## src/rtl/u8cp_pkg.sv

```systemverilog
`timescale 1ns / 1ps
// Shared types, constants and codes for the UTF-8 to codepage decoder.
// Used by every file in the rtl folder; depends on nothing else.

package u8cp_pkg;

   // Input item commands.
   localparam logic CMD_TEXT        = 1'b0;
   localparam logic CMD_TABLE_WRITE = 1'b1;

   // Sizes.
   localparam int TABLE_DEPTH     = 65536;
   localparam int WIN_BYTES       = 3;
   localparam int MAX_RESULTS     = 3;
   localparam int RES_CNT_W       = $clog2(MAX_RESULTS + 1);
   localparam int RSP_QUEUE_DEPTH = 8;
   localparam int THRESHOLD_W     = 9;

   localparam logic [THRESHOLD_W-1:0] THRESHOLD_RESET = 9'd161;

   // Byte-order mark and lead byte decoding constants.
   localparam logic [7:0] BOM_BYTE0      = 8'hef;
   localparam logic [7:0] BOM_BYTE1      = 8'hbb;
   localparam logic [7:0] BOM_BYTE2      = 8'hbf;
   localparam logic [7:0] LEAD3_MASK     = 8'he0;
   localparam logic [7:0] LEAD3_DATA     = 8'h0f;
   localparam logic [7:0] CONT_DATA      = 8'h3f;
   localparam logic [7:0] MULTI_BYTE_BIT = 8'h80;

   typedef struct packed {
      logic        command;
      logic [7:0]  text_byte;
      logic        end_flag;
      logic [15:0] table_index;
      logic [7:0]  table_value;
   } req_type;

   typedef struct packed {
      logic [7:0] out_char;
      logic       has_char;
      logic       is_last;
   } rsp_type;

   // Lookahead bytes still undecided, plus string position flags.
   typedef struct packed {
      logic [1:0][7:0] win;
      logic [1:0]      cnt;
      logic            at_start;
      logic            stopped;
   } str_state_type;

   localparam str_state_type STR_STATE_RESET = '{
      win: '0, cnt: 2'd0, at_start: 1'b1, stopped: 1'b0
   };

   typedef struct packed {
      logic [RES_CNT_W-1:0]          count;
      rsp_type [MAX_RESULTS-1:0]     results;
      str_state_type                 next_state;
   } decide_type;

endpackage

```

## src/rtl/u8cp_decide.sv

```systemverilog
`timescale 1ns / 1ps
// Decision logic for one text byte: drains the lookahead window and builds results.
// Depends on u8cp_pkg.

module u8cp_decide (
   input  u8cp_pkg::str_state_type            state_in,
   input  logic [7:0]                         text_byte,
   input  logic                               end_flag,
   input  logic [7:0]                         entry_head0,
   input  logic [7:0]                         entry_head1,
   input  logic [u8cp_pkg::THRESHOLD_W-1:0]   accept_threshold,
   input  logic                               accept_enable,
   output u8cp_pkg::decide_type               decide_out
);

   logic [2:0][7:0]                          win_v;
   logic [1:0]                               n_v;
   logic [1:0]                               h_v;
   logic                                     ast_v;
   logic                                     stp_v;
   logic                                     done_v;
   logic [u8cp_pkg::RES_CNT_W-1:0]           nres_v;
   u8cp_pkg::rsp_type [u8cp_pkg::MAX_RESULTS-1:0] res_v;
   u8cp_pkg::str_state_type                  next_v;
   logic [7:0]                               c_v;
   logic [2:0]                               pos1_v;
   logic [2:0]                               pos2_v;
   logic                                     in1_v;
   logic                                     in2_v;
   logic                                     known1_v;
   logic                                     known2_v;
   logic [7:0]                               v1_v;
   logic [7:0]                               v2_v;
   logic                                     hold_v;
   logic                                     bom_v;
   logic                                     undec_v;
   logic [1:0]                               size_v;
   logic [7:0]                               entry_v;
   logic                                     acc_v;

   always_comb begin
      // Window is the held bytes followed by the new byte, unless output already stopped.
      win_v[0] = (state_in.cnt != 2'd0) ? state_in.win[0] : text_byte;
      win_v[1] = (state_in.cnt == 2'd2) ? state_in.win[1] :
                 (state_in.cnt == 2'd1) ? text_byte : 8'h00;
      win_v[2] = (state_in.cnt == 2'd2) ? text_byte : 8'h00;
      n_v      = state_in.stopped ? 2'd0 : 2'(state_in.cnt + 2'd1);
      h_v      = 2'd0;
      ast_v    = state_in.at_start;
      stp_v    = state_in.stopped;
      done_v   = 1'b0;
      nres_v   = '0;
      res_v    = '0;
      c_v      = 8'h00;
      pos1_v   = 3'd0;
      pos2_v   = 3'd0;
      in1_v    = 1'b0;
      in2_v    = 1'b0;
      known1_v = 1'b0;
      known2_v = 1'b0;
      v1_v     = 8'h00;
      v2_v     = 8'h00;
      hold_v   = 1'b0;
      bom_v    = 1'b0;
      undec_v  = 1'b0;
      size_v   = 2'd0;
      entry_v  = 8'h00;
      acc_v    = 1'b0;

      // Each pass decides one head; the window holds at most three bytes.
      for (int it = 0; it < u8cp_pkg::WIN_BYTES; it++) begin
         if (!done_v && !stp_v && (h_v < n_v)) begin
            c_v      = win_v[h_v];
            pos1_v   = {1'b0, h_v} + 3'd1;
            pos2_v   = {1'b0, h_v} + 3'd2;
            in1_v    = pos1_v < {1'b0, n_v};
            in2_v    = pos2_v < {1'b0, n_v};
            known1_v = in1_v | end_flag;
            known2_v = in2_v | end_flag;
            v1_v     = in1_v ? win_v[pos1_v[1:0]] : 8'h00;
            v2_v     = in2_v ? win_v[pos2_v[1:0]] : 8'h00;
            hold_v   = 1'b0;
            bom_v    = 1'b0;
            undec_v  = 1'b0;
            size_v   = 2'd0;

            if (ast_v && (c_v == u8cp_pkg::BOM_BYTE0)) begin
               if (!known1_v) begin
                  hold_v = 1'b1;
               end else if (v1_v == u8cp_pkg::BOM_BYTE1) begin
                  if (!known2_v) begin
                     hold_v = 1'b1;
                  end else if (v2_v == u8cp_pkg::BOM_BYTE2) begin
                     bom_v = 1'b1;
                  end
               end
            end

            if (hold_v) begin
               done_v = 1'b1;
            end else if (bom_v) begin
               h_v   = 2'd3;
               ast_v = 1'b0;
            end else if (c_v == 8'h00) begin
               stp_v  = 1'b1;
               done_v = 1'b1;
            end else begin
               if ((c_v & u8cp_pkg::MULTI_BYTE_BIT) != 8'h00) begin
                  if (!known1_v) begin
                     undec_v = 1'b1;
                  end else if ((c_v & u8cp_pkg::LEAD3_MASK) == u8cp_pkg::LEAD3_MASK) begin
                     if (v1_v != 8'h00) begin
                        if (!known2_v) begin
                           undec_v = 1'b1;
                        end else if (v2_v != 8'h00) begin
                           size_v = 2'd3;
                        end
                     end
                  end else if (v1_v != 8'h00) begin
                     size_v = 2'd2;
                  end
               end

               if (undec_v) begin
                  done_v = 1'b1;
               end else begin
                  // A complete sequence always ends at the newest byte, so only
                  // heads at positions zero and one ever need a table entry.
                  entry_v = (h_v == 2'd0) ? entry_head0 : entry_head1;
                  acc_v   = accept_enable && (size_v != 2'd0) &&
                            ({1'b0, entry_v} >= accept_threshold);
                  res_v[nres_v].out_char = acc_v ? entry_v : c_v;
                  res_v[nres_v].has_char = 1'b1;
                  res_v[nres_v].is_last  = 1'b0;
                  nres_v = u8cp_pkg::RES_CNT_W'(nres_v + 1'b1);
                  h_v    = 2'(h_v + (acc_v ? size_v : 2'd1));
                  ast_v  = 1'b0;
               end
            end
         end
      end

      next_v.win[0]   = (!stp_v && (h_v < n_v)) ? win_v[h_v] : 8'h00;
      pos1_v          = {1'b0, h_v} + 3'd1;
      next_v.win[1]   = (!stp_v && (pos1_v < {1'b0, n_v})) ? win_v[pos1_v[1:0]] : 8'h00;
      next_v.cnt      = stp_v ? 2'd0 : 2'(n_v - h_v);
      next_v.at_start = ast_v;
      next_v.stopped  = stp_v;

      if (end_flag) begin
         // The string closes: flag the final result, or send an empty closing result.
         if (nres_v == '0) begin
            res_v[0].out_char = 8'h00;
            res_v[0].has_char = 1'b0;
            res_v[0].is_last  = 1'b1;
            nres_v            = u8cp_pkg::RES_CNT_W'(1);
         end else begin
            res_v[u8cp_pkg::RES_CNT_W'(nres_v - 1'b1)].is_last = 1'b1;
         end
         next_v = u8cp_pkg::STR_STATE_RESET;
      end

      decide_out.count      = nres_v;
      decide_out.results    = res_v;
      decide_out.next_state = next_v;
   end

endmodule

```

## config.mk

```make
export PLATFORM = sky130hd
export DESIGN_NAME = u8cp_decide
export DESIGN_NICKNAME = d
export VERILOG_FILES = /design/src/rtl/u8cp_pkg.sv /design/src/rtl/u8cp_decide.sv
export SDC_FILE = /design/constraint.sdc
export NUM_CORES = 1
export LEC_CHECK = 0
export BUFFER_PORTS_ARGS = -buffer_cell sky130_fd_sc_hd__buf_2
export CAP_MARGIN = 20
export CORE_MARGIN = 5
export CORE_UTILIZATION = 50
export DETAILED_ROUTE_END_ITERATION = 12
export PLACE_DENSITY = 0.76
export SYNTH_ARGS = -nofsm -noshare
export SYNTH_HDL_FRONTEND = slang
export SYNTH_SLANG_ARGS = --single-unit
```

## constraint.sdc

```tcl
create_clock -name vclk -period 18.35
set_input_delay 0.9175 -clock vclk [all_inputs]
set_output_delay 0.9175 -clock vclk [all_outputs]
set_load 0.05 [all_outputs]
```

== Word-level counts from Yosys, hierarchy flattened ==
Cells that the tools add are included.

* Input bits: 55
* Register bits: 0
* Output and inout port bits: 52
* Logic and storage cells: 338

* Bitwise logic cells: 6
* Reduce and logical (&&, ||, !) cells: 41
* Equal/unequal tests: 14
* Order comparisons: 28
* $add $sub $neg: 12
* Muxes and demuxes: 237

{| class="wikitable"
|+ Operator list
! operator !! number
|-
| 2-to-1 mux 30 bit || 11
|-
| bitwise mux 30 bit || 7
|-
| 2-to-1 mux 8 bit || 25
|-
| demux 10 bit (select 2 bit) || 7
|-
| 2-to-1 mux 2 bit || 68
|-
| binary-select mux 8 bit (select 2 bit) || 8
|-
| 2-to-1 mux 1 bit || 101
|-
| 2-to-1 mux 10 bit || 8
|-
| == test 8 bit, second input constant || 9
|-
| nonzero test 8 bit || 6
|-
| 2-to-1 mux 20 bit || 2
|-
| < comparator 2 x 3 -> 1 bit, second input constant || 11
|-
| >= comparator 8 x 9 -> 1 bit || 3
|-
| zero test 8 bit || 3
|-
| logical AND 1 bit || 19
|-
| < comparator 3 x 2 -> 1 bit || 5
|-
| adder 2 x 1 -> 3 bit, second input constant || 3
|-
| == test 3 bit, second input constant || 3
|-
| nonzero test 2 bit || 4
|-
| adder 2 x 1 -> 2 bit, second input constant || 3
|-
| adder 2 x 2 -> 3 bit, second input constant || 2
|-
| >= comparator 2 x 1 -> 1 bit, second input constant || 3
|-
| zero test 1 bit || 6
|-
| zero test 2 bit || 3
|-
| other kinds (9) || 18
|}

== Longest topological paths before layout ==
* Depth in word-level cells: 79
* Gate-level depth with buffers: 60
* Depth with buffers taken out: 53

== Least setup slack after synthesis ==
Ideal clock, no wire load.

* Path kind: input to output
* From: in state_in[2] (netlist name)
* To: out decide_out[11] (netlist name)
* Data required time: 17,432 ps
* Buffers on the path: 7
* Setup slack: 5,748 ps
* Arrival time: 11,685 ps
* Stages on the path: 56
* Cells stage by stage: inv_1 ha_1 and2b_1 inv_1 nor3_1 and2_1 nand3_1 nand3_4 buf_6 clkbuf_1 ha_1 clkbuf_1 mux2_2 ha_1 a21oi_1 nor2b_1 o21ai_0 a21oi_1 [20 not listed] nand2b_1 a21oi_1 nor2_1 nand4_1 or3_1 ha_1 xor2_1 and4b_1 nor3_2 buf_6 inv_2 ha_1 inv_1 o2111ai_1 a31oi_1 o211a_1 nand2_1 mux2i_1

{| class="wikitable"
|+ RTL lines
! element !! RTL line !! RTL
|-
| start: declaration || u8cp_decide.sv:6 || <nowiki>input u8cp_pkg::str_state_type state_in,</nowiki>
|-
| end: declaration || u8cp_decide.sv:13 || <nowiki>output u8cp_pkg::decide_type decide_out</nowiki>
|}

==> impl_metrics.csv <==
group,metric,value,unit
layout,clockBufferCount,0,
placed_design,numPortBuffers,107,
global_route,grt_first_pass_wirelength,34200,um
critical_path,worst_setup_path_end_kind,"output port",
power_and_ir_drop,report.power.total,0.285,mW
layout,layout.cell_area.non_filler,5980,sq um
floorplanning,std_cell_rows,38,
detailed_routing,antenna_violating_nets_post_route,0,
logic_synthesis,synth.yosys.seq_area_share,0,
logic_synthesis,syn-cell-area,5510,sq um
timing,setup_tns_final,0,ps
floorplanning,dieArea,13200,sq um
layout,post-route-util,0.552,
hold_path,worst_hold_startpoint,"end_flag",
run_status,outcome,"finished clean",
detailed_routing,avgRoutedWirePerCell,22.7,um
floorplanning,boundaryPins,107,
critical_path,timing.critical_path.slowest_cell_delay,830,ps
placed_design,place.gp.congestion,1.09,
timing,timing.final.crit_period,14810,ps
clocking,post_cts.repair.setup_buffers,0,
logic_synthesis,syn_inst,785,
global_route,antenna_found_initial,0,
timing,final_max_slew_viol_count,0,
critical_path,crit_path_start_kind,"input port",
critical_path,critPathArrivalTime,13890,ps
global_route,pin_count_of_the_biggest_net_entering_global_routing,28,
critical_path,cp.required,17430,ps
layout,layout.cells.most_common,"sky130_fd_sc_hd__buf_2",
detailed_routing,met2_length,9660,um
global_route,overflow_left_after_global_routing,0,
timing,finalHoldViolCount,0,
detailed_routing,postRouteWirelength,22400,um
floorplanning,core_area,10800,sq um
clocking,post_cts_resized,0,
global_route,globalRouteTotalUtil,0.321,
floorplanning,initial_core_util,0.509,
timing,period_share,0.807,
critical_path,critical_path_peak_fanout,23,
logic_synthesis,syn_avg_cell_area,7.02,sq um
power_and_ir_drop,ir_worst_vdd,28.8,uV
timing,setup_violations,0,
critical_path,worst_path_dominant_cell_family,"compound AO/OA/AOI/OAI gates",
critical_path,timing.critical_path.buf_inv,8,
placed_design,detailed_place.area,5980,sq um
detailed_routing,wl_met1,8430,um
job,drv_cap,0,
layout,area.sequential,0,sq um
critical_path,timing.setup.critical_path_class,"in2out",
layout,ffs_latches,0,
timing,highest_achievable_clock_rate,0.0675,GHz
power_and_ir_drop,leakage,2.48,nW
timing,maxSlewHeadroom,0.265,
layout,n_antenna_cell,0,
hold_path,hold_class,"in2out",
detailed_routing,avgViaCountPerCell,7.06,
layout,most_frequent_cells_in_the_layout,"sky130_fd_sc_hd__buf_2 (107), sky130_fd_sc_hd__nand2_1 (80), sky130_fd_sc_hd__nor2_1 (56)",
critical_path,crit_path_start,"state_in[2]",
placed_design,detailedPlacementHpwl,17600,um
critical_path,cp_common_cell,"sky130_fd_sc_hd__ha_1",
layout,syn2layout_area_growth,8.49,%
detailed_routing,detailroute.wirelength.met3,2950,um
floorplanning,die_x,115,um
critical_path,worst_path_max_delay_cell,"sky130_fd_sc_hd__mux2i_1",
logic_synthesis,synth.lib_cells_used.distinct,103,
timing,post-route-worst-setup-slack,3540,ps
layout,post_route_cells_drive_above_1_share,0.214,
timing,max_slew.worst_pin.slew,1070,ps
layout,nets,955,
detailed_routing,routed-via-count,6959,
detailed_routing,dr.first_iter.drc_count,936,
floorplanning,die_y_extent,115,um
clocking,holdBufCountCts,0,
power_and_ir_drop,powerDensity,47.6,nW/um^2
placed_design,placement.setup.worst_slack,3800,ps
detailed_routing,drc,0,
detailed_routing,dr.max_layer_used,"met4",
logic_synthesis,synth.yosys.warnings,0,
timing,setup_repair_after_global_routing_missed_its_margin,"false",
logic_synthesis,synth_fp_nets,892,
global_route,first_global_vias,6369,
detailed_routing,firstDrtPassIters,9,
-- metrics by stage --
step,hold slack (ps),std cells
after floorplan,2300,785
after global placement,2370,986
after detailed placement,2350,986
after CTS,2360,986
after global routing,2420,986
final,2380,986
-- cells in the mapped netlist, types with 10 or more instances --
master | instances | area, sq um
sky130_fd_sc_hd__mux2_2 | 15 | 169
sky130_fd_sc_hd__o211ai_1 | 20 | 150
sky130_fd_sc_hd__ha_1 | 48 | 601
sky130_fd_sc_hd__nor2_1 | 56 | 210
sky130_fd_sc_hd__inv_1 | 32 | 120
sky130_fd_sc_hd__clkbuf_1 | 28 | 105
sky130_fd_sc_hd__o21ai_0 | 45 | 225
sky130_fd_sc_hd__and3_1 | 17 | 106
sky130_fd_sc_hd__nand4_1 | 13 | 81.3
sky130_fd_sc_hd__nand3_1 | 40 | 200
sky130_fd_sc_hd__a21oi_1 | 39 | 195
sky130_fd_sc_hd__nand2_1 | 80 | 300
sky130_fd_sc_hd__o21a_1 | 15 | 113
sky130_fd_sc_hd__o31a_1 | 11 | 96.3
sky130_fd_sc_hd__o22ai_1 | 10 | 62.6
sky130_fd_sc_hd__nor3_1 | 39 | 195
sky130_fd_sc_hd__and2_1 | 10 | 62.6
sky130_fd_sc_hd__mux2i_1 | 40 | 400
-- worst paths after layout --
check / cells past startpoint / slack (ps) / to
setup / recovery: 51 / 3540 / decide_out[6]
hold / removal: 3 / 2380 / decide_out[0]
-- power by group --
group	leakage (nW)	internal [mW]	switching, mW
registers	0	0	0
logic	2.48	0.0868	0.198
clock network	0	0	0
total	2.48	0.0868	0.198
-- kinds of logic after synthesis --
group	after synthesis	share of synthesized area
AOI/OAI and AO/OA	264	0.379
xor gates and xnor gates	2	0.00318
adders and majority gates	52	0.123
buffers and inverters	93	0.0822
muxes	57	0.108
and+or+nand+nor	317	0.304
-- per-layer routing --
| metal | vias to the layer above | track usage |
|---|---|---|
| met1 | 3161 | 0.416 |
| li1 | 3145 | - |
| met3 | 151 | 0.0868 |
| met4 | 0 | 0.142 |
| met2 | 502 | 0.498 |
| met5 | - | 0 |
-- area by class of cell --
cell class	count	area [sq um]
fill	1131	4860
inverter	38	143
multi-input combinational	692	5060
tap	140	175
timing repair buffer	116	603
Power figures use the tool's default switching activity.
