File: config.mk
export PLATFORM = sky130hd
export DESIGN_NAME = u8cp_rsp_queue
export DESIGN_NICKNAME = d
export VERILOG_FILES = /design/src/rtl/u8cp_pkg.sv /design/src/rtl/u8cp_rsp_queue.sv
export SDC_FILE = /design/constraint.sdc
export NUM_CORES = 1
export LEC_CHECK = 0
export BUFFER_PORTS_ARGS = -buffer_cell sky130_fd_sc_hd__buf_2
export CAP_MARGIN = 25
export CORE_UTILIZATION = 61
export CTS_CLUSTER_DIAMETER = 80
export DETAILED_ROUTE_END_ITERATION = 16
export PLACE_DENSITY = 0.83
export SLEW_MARGIN = 20
export SYNTH_ARGS = -nofsm -noshare
export SYNTH_HDL_FRONTEND = slang
export SYNTH_SLANG_ARGS = --single-unit
File: constraint.sdc
create_clock -name clock -period 2.8 [get_ports clock]
set_clock_uncertainty 0.2 [all_clocks]
set_input_delay 0.56 -clock clock [delete_from_list [all_inputs] [get_ports clock]]
set_output_delay 0.56 -clock clock [all_outputs]
set_load 0.05 [all_outputs]
File: src/rtl/u8cp_pkg.sv
`timescale 1ns / 1ps
// Shared types, constants and codes for the UTF-8 to codepage decoder.
// Used by every file in the rtl folder; depends on nothing else.

package u8cp_pkg;

   // Input item commands.
   localparam logic CMD_TEXT        = 1'b0;
   localparam logic CMD_TABLE_WRITE = 1'b1;

   // Sizes.
   localparam int TABLE_DEPTH     = 65536;
   localparam int WIN_BYTES       = 3;
   localparam int MAX_RESULTS     = 3;
   localparam int RES_CNT_W       = $clog2(MAX_RESULTS + 1);
   localparam int RSP_QUEUE_DEPTH = 8;
   localparam int THRESHOLD_W     = 9;

   localparam logic [THRESHOLD_W-1:0] THRESHOLD_RESET = 9'd161;

   // Byte-order mark and lead byte decoding constants.
   localparam logic [7:0] BOM_BYTE0      = 8'hef;
   localparam logic [7:0] BOM_BYTE1      = 8'hbb;
   localparam logic [7:0] BOM_BYTE2      = 8'hbf;
   localparam logic [7:0] LEAD3_MASK     = 8'he0;
   localparam logic [7:0] LEAD3_DATA     = 8'h0f;
   localparam logic [7:0] CONT_DATA      = 8'h3f;
   localparam logic [7:0] MULTI_BYTE_BIT = 8'h80;

   typedef struct packed {
      logic        command;
      logic [7:0]  text_byte;
      logic        end_flag;
      logic [15:0] table_index;
      logic [7:0]  table_value;
   } req_type;

   typedef struct packed {
      logic [7:0] out_char;
      logic       has_char;
      logic       is_last;
   } rsp_type;

   // Lookahead bytes still undecided, plus string position flags.
   typedef struct packed {
      logic [1:0][7:0] win;
      logic [1:0]      cnt;
      logic            at_start;
      logic            stopped;
   } str_state_type;

   localparam str_state_type STR_STATE_RESET = '{
      win: '0, cnt: 2'd0, at_start: 1'b1, stopped: 1'b0
   };

   typedef struct packed {
      logic [RES_CNT_W-1:0]          count;
      rsp_type [MAX_RESULTS-1:0]     results;
      str_state_type                 next_state;
   } decide_type;

endpackage

File: src/rtl/u8cp_rsp_queue.sv
`timescale 1ns / 1ps
// Result queue: takes up to three results per cycle and hands out one per transfer.
// Depends on u8cp_pkg.

module u8cp_rsp_queue #(
   parameter int DEPTH = u8cp_pkg::RSP_QUEUE_DEPTH
) (
   input  logic                                         clock,
   input  logic                                         reset,
   input  logic [u8cp_pkg::RES_CNT_W-1:0]               push_count,
   input  u8cp_pkg::rsp_type [u8cp_pkg::MAX_RESULTS-1:0] push_items,
   output logic                                         room,
   output logic                                         rsp_valid,
   input  logic                                         rsp_stall,
   output u8cp_pkg::rsp_type                            rsp_payload
);

   localparam int PTR_W = (DEPTH > 1) ? $clog2(DEPTH) : 1;
   localparam int CNT_W = $clog2(DEPTH + 1);

   u8cp_pkg::rsp_type                       queue_ff [DEPTH];
   logic [PTR_W-1:0]                        wr_ptr_ff;
   logic [PTR_W-1:0]                        wr_ptr_in;
   logic [PTR_W-1:0]                        rd_ptr_ff;
   logic [PTR_W-1:0]                        rd_ptr_in;
   logic [CNT_W-1:0]                        count_ff;
   logic [CNT_W-1:0]                        count_in;
   logic [PTR_W:0]                          wr_sum;
   logic [PTR_W:0]                          slot_sum [u8cp_pkg::MAX_RESULTS];
   logic [PTR_W-1:0]                        slot_idx [u8cp_pkg::MAX_RESULTS];
   logic                                    pop;

   assign pop         = rsp_valid & ~rsp_stall;
   assign rsp_valid   = count_ff != '0;
   assign rsp_payload = queue_ff[rd_ptr_ff];
   assign room        = count_ff <= CNT_W'(DEPTH - u8cp_pkg::MAX_RESULTS);

   always_comb begin
      for (int k = 0; k < u8cp_pkg::MAX_RESULTS; k++) begin
         slot_sum[k] = {1'b0, wr_ptr_ff} + (PTR_W + 1)'(k);
         slot_idx[k] = (slot_sum[k] >= (PTR_W + 1)'(DEPTH)) ?
                       PTR_W'(slot_sum[k] - (PTR_W + 1)'(DEPTH)) : PTR_W'(slot_sum[k]);
      end
      wr_sum    = {1'b0, wr_ptr_ff} + (PTR_W + 1)'(push_count);
      wr_ptr_in = (wr_sum >= (PTR_W + 1)'(DEPTH)) ?
                  PTR_W'(wr_sum - (PTR_W + 1)'(DEPTH)) : PTR_W'(wr_sum);
      rd_ptr_in = rd_ptr_ff;
      if (pop) begin
         rd_ptr_in = (rd_ptr_ff == PTR_W'(DEPTH - 1)) ? '0 : PTR_W'(rd_ptr_ff + 1'b1);
      end
      count_in = CNT_W'(count_ff + CNT_W'(push_count) - CNT_W'(pop));
   end

   always_ff @(posedge clock) begin
      if (reset) begin
         wr_ptr_ff <= '0;
         rd_ptr_ff <= '0;
         count_ff  <= '0;
      end else begin
         wr_ptr_ff <= wr_ptr_in;
         rd_ptr_ff <= rd_ptr_in;
         count_ff  <= count_in;
      end
   end

   always_ff @(posedge clock) begin
      for (int k = 0; k < u8cp_pkg::MAX_RESULTS; k++) begin
         if (u8cp_pkg::RES_CNT_W'(k) < push_count) begin
            queue_ff[slot_idx[k]] <= push_items[k];
         end
      end
   end

endmodule

# [Yosys cells after proc, flatten, opt, wreduce, memory -nomap -nowiden]
# Memory sizes are Yosys's and may differ from the RTL's. A register that Yosys moved wholly into a read port is not among the register bits.
# Index checks and enable logic that the tools add are counted.
[word_totals] reg_bits=10 latch_bits=0 mem_bits_rw=80 rom_bits=0 in_bits=35 out_inout_bits=12 wordCells=39 n_memories=1
[memory_table] memory="queue_ff" depth=8 word_bits=10 rd=1 rd_ports_with_merged_regs=1 wr=3 line="u8cp_rsp_queue.sv:21" rtl="u8cp_pkg::rsp_type queue_ff [DEPTH];"
[classes] add_sub_neg=10 mul=0 n_div=0 order_cmp=8 eq_ne=1 n_shift=0 muxes=13 bitwise=2 reduce_logical=1
[op_table] op="3-bit two-way mux" n=7
[op_table] op="4-bit >= comparator (second input constant)" n=3
[op_table] op="3-bit by 1-bit subtractor with 3-bit output (second input constant)" n=4
[op_table] op="1-bit two-way mux" n=6
[op_table] op="3-bit by 1-bit adder with 4-bit output (second input constant)" n=1
[op_table] op="3-bit by 2-bit adder with 4-bit output" n=1
[op_table] op="3-bit by 2-bit adder with 4-bit output (second input constant)" n=1
[op_table] op="4-bit by 2-bit adder with 4-bit output" n=1
[op_table] op="3-bit by 4-bit >= comparator with 1-bit output (second input constant)" n=1
[op_table] op="4-bit by 3-bit less-or-equal comparator with 1-bit output (second input constant)" n=1
[op_table] op="1-bit by 2-bit < comparator with 1-bit output (first input constant)" n=2
[op_table] op="4-bit nonzero test" n=1
[op_table] op="4-bit by 1-bit subtractor with 4-bit output" n=1
[op_table] op="3-bit by 1-bit adder with 3-bit output (second input constant)" n=1
[op_table] op="3-bit equality test (second input constant)" n=1
[op_table] op="2-bit < comparator (first input constant)" n=1
[op_table] op="1-bit AND" n=1
[op_table] op="1-bit NOT" n=1

# [Longest topological paths before layout]
# Gate-level depths: netlist of the first run.
[logic_depth] ltp_word=4 ltp_mapped=10 ltp_nobuf=10

# [Worst setup path before layout of the first run]
# Ideal clock, no wire load.
[synth_timing] kind="input -> register" startpoint="in push_count[1] (netlist name)" endpoint="reg count_ff[3]" setup_time_ps=121 arrival_ps=2187 path_slack_ps=292 cell_stages=9 path_buffers=2 cell_sequence="buf_2 > buf_2 > inv_1 > ha_1 > inv_1 > ha_1 > a21o_1 > a21oi_1 > mux2_2"
[synth_between] elab_chain_len=2
[synth_rtl] item="from (decl)" line="u8cp_rsp_queue.sv:10" rtl="input logic [u8cp_pkg::RES_CNT_W-1:0] push_count,"
[synth_rtl] item="4-bit by 2-bit adder with 4-bit output" line="u8cp_rsp_queue.sv:51" rtl="count_in = CNT_W'(count_ff + CNT_W'(push_count) - CNT_W'(pop));"
[synth_rtl] item="4-bit by 1-bit subtractor with 4-bit output" line="u8cp_rsp_queue.sv:51"
[synth_rtl] item="to (signal assigned)" line="u8cp_rsp_queue.sv:62" rtl="count_ff <= count_in;"
[synth_rtl] item="to (decl)" line="u8cp_rsp_queue.sv:26" rtl="logic [CNT_W-1:0] count_ff;"
# Every way passes these cells.
# A chain may end at the register's enable or synchronous reset.

==> results.py, run 1 <==
metrics = {
    "status": {
        "outcome": "finished clean",
    },
    "floorplanning": {
        "die_y_um": 103,
        "dieArea_um2": 10600,
        "initial_core_util": 0.633,
        "core.rowCount": 36,
        "die_w_um": 103,
        "core_area_um2": 9860,
        "io_pins": 47,
    },
    "cells_and_area": {
        "syn2layout_area_growth_pct": 9.82,
        "seq_area_um2": 2660,
        "drive_above_1_share": 0.202,
        "diodes": 0,
        "multi_input_area_um2": 3180,
        "final_nets": 710,
        "fill_cells": 746,
    },
    "power": {
        "vdd_drop_max_uv": 469,
        "p_per_area_nw_per_um2": 711,
        "p_total_mw": 4.87,
        "power.leakage_nw": 2.26,
    },
    "routing": {
        "ant_nets": 0,
        "dr.pass1.iters": 6,
        "wl_per_cell_um": 23.6,
        "route.vias.total": 5773,
        "drt_iter0_drc": 778,
        "drt_wl_total_um": 18900,
        "viasPerCell": 7.22,
        "route.detailed.drc": 0,
    },
    "worst_hold_path": {
        "hold_path_class": "primary input to flip-flop",
    },
    "clock_tree": {
        "cts_tree": "built",
        "cts_setup_buffers": 0,
        "clock_path_buffers": 2,
        "cts.sinks": 93,
        "htreeDepth": 3,
        "cts_root_buf": "clkbuf_8",
        "clk_pin_slew_ns": 0.10,
        "cts_resized": 0,
        "clkLatencyLatePin_ns": 0.38,
        "cts_hold_buf": 0,
        "numCtsBuffers": 9,
    },
    "worst_setup_path": {
        "slowest_delay_ns": 0.51,
        "path_max_fanout": 10,
        "worstPathArrival_ns": 1.97,
        "crit_chain": "buf_12, mux4_2, mux2_2, buf_2",
        "cp_data_required_time_ns": 2.04,
        "crit_type": "flip-flop to primary output",
        "end_kind": "primary output",
        "worst_setup_path_start_kind": "flip-flop",
        "crit_path_top_delay_cell": "mux4_2",
    },
    "place": {
        "numPortBuffers": 46,
        "dp_hpwl_um": 12500,
        "place_ws_ns": 0.147,
        "gp_congestion": 0.890,
    },
    "yosys": {
        "synthTopCellsByCount": "nand2_1, a31oi_1, edfxtp_1, nor3_1, o21ai_1",
        "synth_seq_cells": 93,
        "synth_edf_count": 80,
        "synthCells": 650,
        "yosysMostFrequentCell": "nand2_1",
        "synth_top_area_frac": 0.385,
        "synth.avg_cell_area_um2": 9.61,
        "synth_largest_area_cell": "edfxtp_1",
        "syn_area_um2": 6240,
        "yosysSeqAreaShare": 0.426,
        "yosys_most_used_dff": "edfxtp_1",
        "yosysWarningCount": 0,
        "ys_types": 44,
        "synthArstFlopShare": 0,
        "synth_nets": 698,
        "synthTopCellsByArea": "edfxtp_1, a31oi_1, mux4_2",
    },
    "timing": {
        "rsz0062_at_grt": "false",
        "setup_violations": 0,
        "max_slew_margin": 0.551,
        "max_freq_mhz": 366,
        "finalWorstSetupSlack_ns": 0.0662,
        "finalHoldViolCount": 0,
        "fin_crit_ns": 2.73,
        "whs_ns": 0.285,
        "fin_tns_setup_ns": 0,
        "post-route-period-util": 0.976,
        "worst_slew_pin_slew_ns": 0.673,
        "maxSlewViolCount": 0,
    },
    "global_routing": {
        "grt_pass1_wl_um": 28600,
        "grt_usage": 0.373,
        "antenna_found_initial": 0,
        "grt_max_degree": 85,
        "gr-total-overflow": 0,
        "grt_pass1_vias": 5396,
    },
    "job": {
        "max_cap_viol_count": 0,
    },
}
==> cells in the final DEF, fill, tap and decap left out, drive strengths merged, types with 10 or more instances in the layout <==
master,instances
a31oi,80
and4,10
and4b,20
buf,82
clkbuf,14
dfxtp,13
edfxtp,80
ha,11
inv,16
mux2,12
mux4,20
nand2,82
nor3,80
o21ai,84
==> routing by layer <==
| metal | global-route usage | share of wire | vias up | wire [um] |
|---|---|---|---|---|
| li1 | - | - | 2517 | - |
| met1 | 0.492 | 0.34 | 2637 | 6510 |
| met2 | 0.590 | 0.47 | 544 | 8840 |
| met3 | 0.0659 | 0.14 | 75 | 2730 |
| met4 | 0.207 | 0.044 | 0 | 840 |
| met5 | 0 | 0 | - | 0 |
==> cell type report <==
type | instances | area share
flip-flops and latches | 93 | 0.388
multi-input cells | 462 | 0.464
repair buffers | 83 | 0.0821
clock inverters | 3 | 0.00347
inverters | 13 | 0.00712
well taps | 133 | 0.0243
clock buffers | 13 | 0.0310
==> flip-flops by register name (all words and copies together) (netlist names), named ones only <==
name	cells
count_ff	4
queue_ff	80
rd_ptr_ff	3
wr_ptr_ff	3
==> where the power goes <==
part,leakage (nW),switching [mW],internal (mW)
logic,1.29,1.29,0.729
clock network,0.122,0.509,0.517
registers,0.849,0.0805,1.75
total,2.26,1.88,3.00
==> through the flow <==
| stage | cells | util | instance area, um^2 |
|---|---|---|---|
| 3_3_place_gp | 783 | 0.668 | 6590 |
| 6_report | 800 | 0.695 | 6860 |
| 2_1_floorplan | 650 | - | 6240 |
| 4_1_cts | 799 | 0.692 | 6830 |
| 3_5_place_dp | 783 | 0.668 | 6590 |
| 5_1_grt | 800 | 0.695 | 6860 |
==> worst max-delay path: cells and delay by family (launching register included) <==
kind     cells  cell delay (ns)
mux          2             0.83
flops        1             0.38
buf+inv      2             0.38
==> path summary, 6_finish.rpt <==
kind / endpoint / startpoint / slack [ns] / depth (start not counted)
min: wr_ptr_ff[1] / reset / 0.29 / 2
max: rsp_payload[3] / flip-flop / 0.07 / 4
min reg2reg: flip-flop / rd_ptr_ff[1] / 0.34 / 2
max reg2reg: queue_ff[6][7] / wr_ptr_ff[1] / 0.14 / 5
==> logic make-up after synthesis <==
| kind of cell | synth area share |
|---|---|
| adder cells (fa/ha/maj) | 0.0285 |
| XOR/XNOR | 0.00802 |
| flip-flops | 0.426 |
| AO/OA/AOI/OAI | 0.164 |
| buffers and inverters | 0.0689 |
| multiplexers | 0.0954 |
| AND/OR/NAND/NOR | 0.209 |
Power figures use the tool's default switching activity.
==> run 2, diff against run 1 <==
Settings changed: CORE_MARGIN from default to 5, SETUP_SLACK_MARGIN from default to 0.2.
==> run 2 against run 1 <==
Against the previous run:
- count of clock-buffer cells in the layout fell by 2
- global-route usage is 4.6 points lower
- cell area rose by 4.6%
- combinational power increased by 17%
- flip-flop and latch count is the same
- non-clock buffer count is 17 higher
- register-to-register slack better by 0.20 ns
- clock power is 12% lower
- critical endpoint is now rsp_payload[2]
==> results.py, run 2 (same netlist as run 1, synthesis figures left out) <==
metrics = {
    "cells_and_area": {
        "syn2layout_area_growth_pct": 14.9,
        "diodes": 0,
        "drive_above_1_share": 0.221,
        "final_nets": 727,
        "final_common_cell": "nand2_1",
        "mostFrequentLayoutCells": "nand2_1, nor3_1, a31oi_1, edfxtp_1, o21ai_1",
        "largest_reg_flops": 80,
    },
    "power": {
        "internal_power_mw": 3.13,
        "p_per_area_nw_per_um2": 714,
        "p_comb_frac": 0.461,
        "vdd_drop_max_uv": 622,
        "swShare": 0.389,
        "power.leakage_nw": 2.42,
        "seqPwrFrac": 0.363,
        "power_frac_clock": 0.176,
        "p_sw_mw": 1.99,
    },
    "timing": {
        "fin_tns_setup_ns": 0,
        "max_slew_margin": 0.539,
        "fin_crit_ns": 2.76,
        "rsz0062_at_grt": "true",
        "worst_slew_pin_slew_ns": 0.691,
        "setup_violations": 0,
        "max_freq_mhz": 362,
        "maxSlewViolCount": 0,
        "post-route-period-util": 0.986,
        "whs_ns": 0.273,
        "finalHoldViolCount": 0,
    },
    "floorplanning": {
        "dieArea_um2": 12400,
        "initial_core_util": 0.616,
        "die_w_um": 111,
        "io_pins": 47,
        "die_y_um": 111,
        "core.rowCount": 37,
        "core_area_um2": 10100,
    },
    "global_routing": {
        "antenna_found_initial": 0,
        "grt_usage": 0.327,
        "grt_max_degree": 85,
        "grt_pass1_vias": 5785,
        "gr-total-overflow": 0,
        "grt_pass1_wl_um": 31500,
    },
    "clock_tree": {
        "cts_root_buf": "clkbuf_8",
        "clk_pin_slew_ns": 0.10,
        "cts_hold_buf": 0,
        "clock_path_buffers": 2,
        "htreeDepth": 3,
        "clkLatencyLatePin_ns": 0.38,
        "cts_tree": "built",
        "numCtsBuffers": 9,
        "cts.sinks": 93,
    },
    "worst_setup_path": {
        "worstPathArrival_ns": 2.00,
        "path_max_fanout": 5,
        "rrSetupSlack_ns": 0.34,
        "worst_setup_path_start_kind": "flip-flop",
        "r2r-end": "queue_ff[7][6]",
        "r2r-start": "wr_ptr_ff[1]",
        "rr_worst_depth": 5,
        "end_kind": "primary output",
        "cp_data_required_time_ns": 2.04,
        "crit_type": "flip-flop to primary output",
    },
    "routing": {
        "dr.max_layer_used": "met4",
        "dr.pass1.iters": 7,
        "ant_nets": 0,
        "route.detailed.drc": 0,
        "drt_wl_total_um": 20200,
        "wl_met2_um": 9360,
        "wl_per_cell_um": 24.6,
        "route.vias.total": 5946,
        "drt_iter0_drc": 956,
        "wl_met3_um": 2680,
        "viasPerCell": 7.25,
        "m1WireLength_um": 6870,
    },
    "worst_hold_path": {
        "hold_depth": 2,
        "hold_start": "reset",
        "hold_path_class": "primary input to flip-flop",
        "min_to": "wr_ptr_ff[1]",
    },
    "status": {
        "outcome": "finished clean",
    },
    "job": {
        "max_cap_viol_count": 0,
    },
    "place": {
        "gp_congestion": 0.940,
        "dp_hpwl_um": 13100,
        "numPortBuffers": 46,
    },
}
[run 2: changes by cell type in the layout (fill, tap and decap cells not counted), sizes merged]
cell	before	now
inv	16	15
clkinv	0	3
buf	82	100
clkbuf	14	11
[run 2: cell type report]
cell class	instances	area, um^2
Clock inverter	5	40.0
Timing Repair Buffer	100	875
Inverter	13	48.8
Fill cell	737	2960
Tap cell	136	170
Multi-Input combinational cell	462	3220
Sequential cell	93	2670
Clock buffer	11	153
[run 2: how the worst max path moves through the flow]
stage          slack (ns)          start              to
2_1_floorplan        0.29  push_count[1]     count_ff[3]
3_5_place_dp         0.11    count_ff[2]     count_ff[3]
3_3_place_gp         0.31    count_ff[2]     count_ff[3]
4_1_cts              0.04      flip-flop  rsp_payload[1]
5_1_grt             -0.02      flip-flop  rsp_payload[6]
6_report             0.04      flip-flop  rsp_payload[2]
[run 2: power groups by stage]
stage | logic (mW) | clock network (mW) | registers [mW]
6_report | 2.36 | 0.902 | 1.86
3_3_place_gp | 1.89 | 0 | 1.85
5_1_grt | 2.49 | 0.960 | 1.87
2_1_floorplan | 1.44 | 0 | 1.82
4_1_cts | 2.28 | 0.895 | 1.85
3_5_place_dp | 1.99 | 0 | 1.87
[run 2: metal layers]
layer  track usage  vias to the layer above
met5             0                        -
met4         0.182                        0
met3        0.0895                      128
met2         0.514                      538
met1         0.408                     2735
li1              -                     2545
[run 2: worst max-delay path, cell delays in order (launching register included)]
cell,delay [ns]
dfxtp_4,0.41
buf_12,0.13
buf_16,0.13
mux4_2,0.50
mux2_4,0.29
buf_8,0.15
[run 2: metrics by stage]
step / total power, mW / area, um^2 / worst slack [ns] / cells / utilization
floorplan: 3.27 / 6240 / 0.292 / 650 / -
global placement: 3.74 / 6710 / 0.309 / 798 / 0.662
detailed placement: 3.85 / 6710 / 0.114 / 798 / 0.662
CTS: 5.03 / 7150 / 0.0427 / 820 / 0.705
global route: 5.33 / 7180 / -0.0180 / 820 / 0.708
finish: 5.12 / 7180 / 0.0382 / 820 / 0.708
[run 2: repair_timing]
item | in CTS | in global routing
setup buffers | 3 | 0
cloned | 3 | 0
gates resized for setup | 42 | 7
endpoints found under the setup margin | 13 | 13
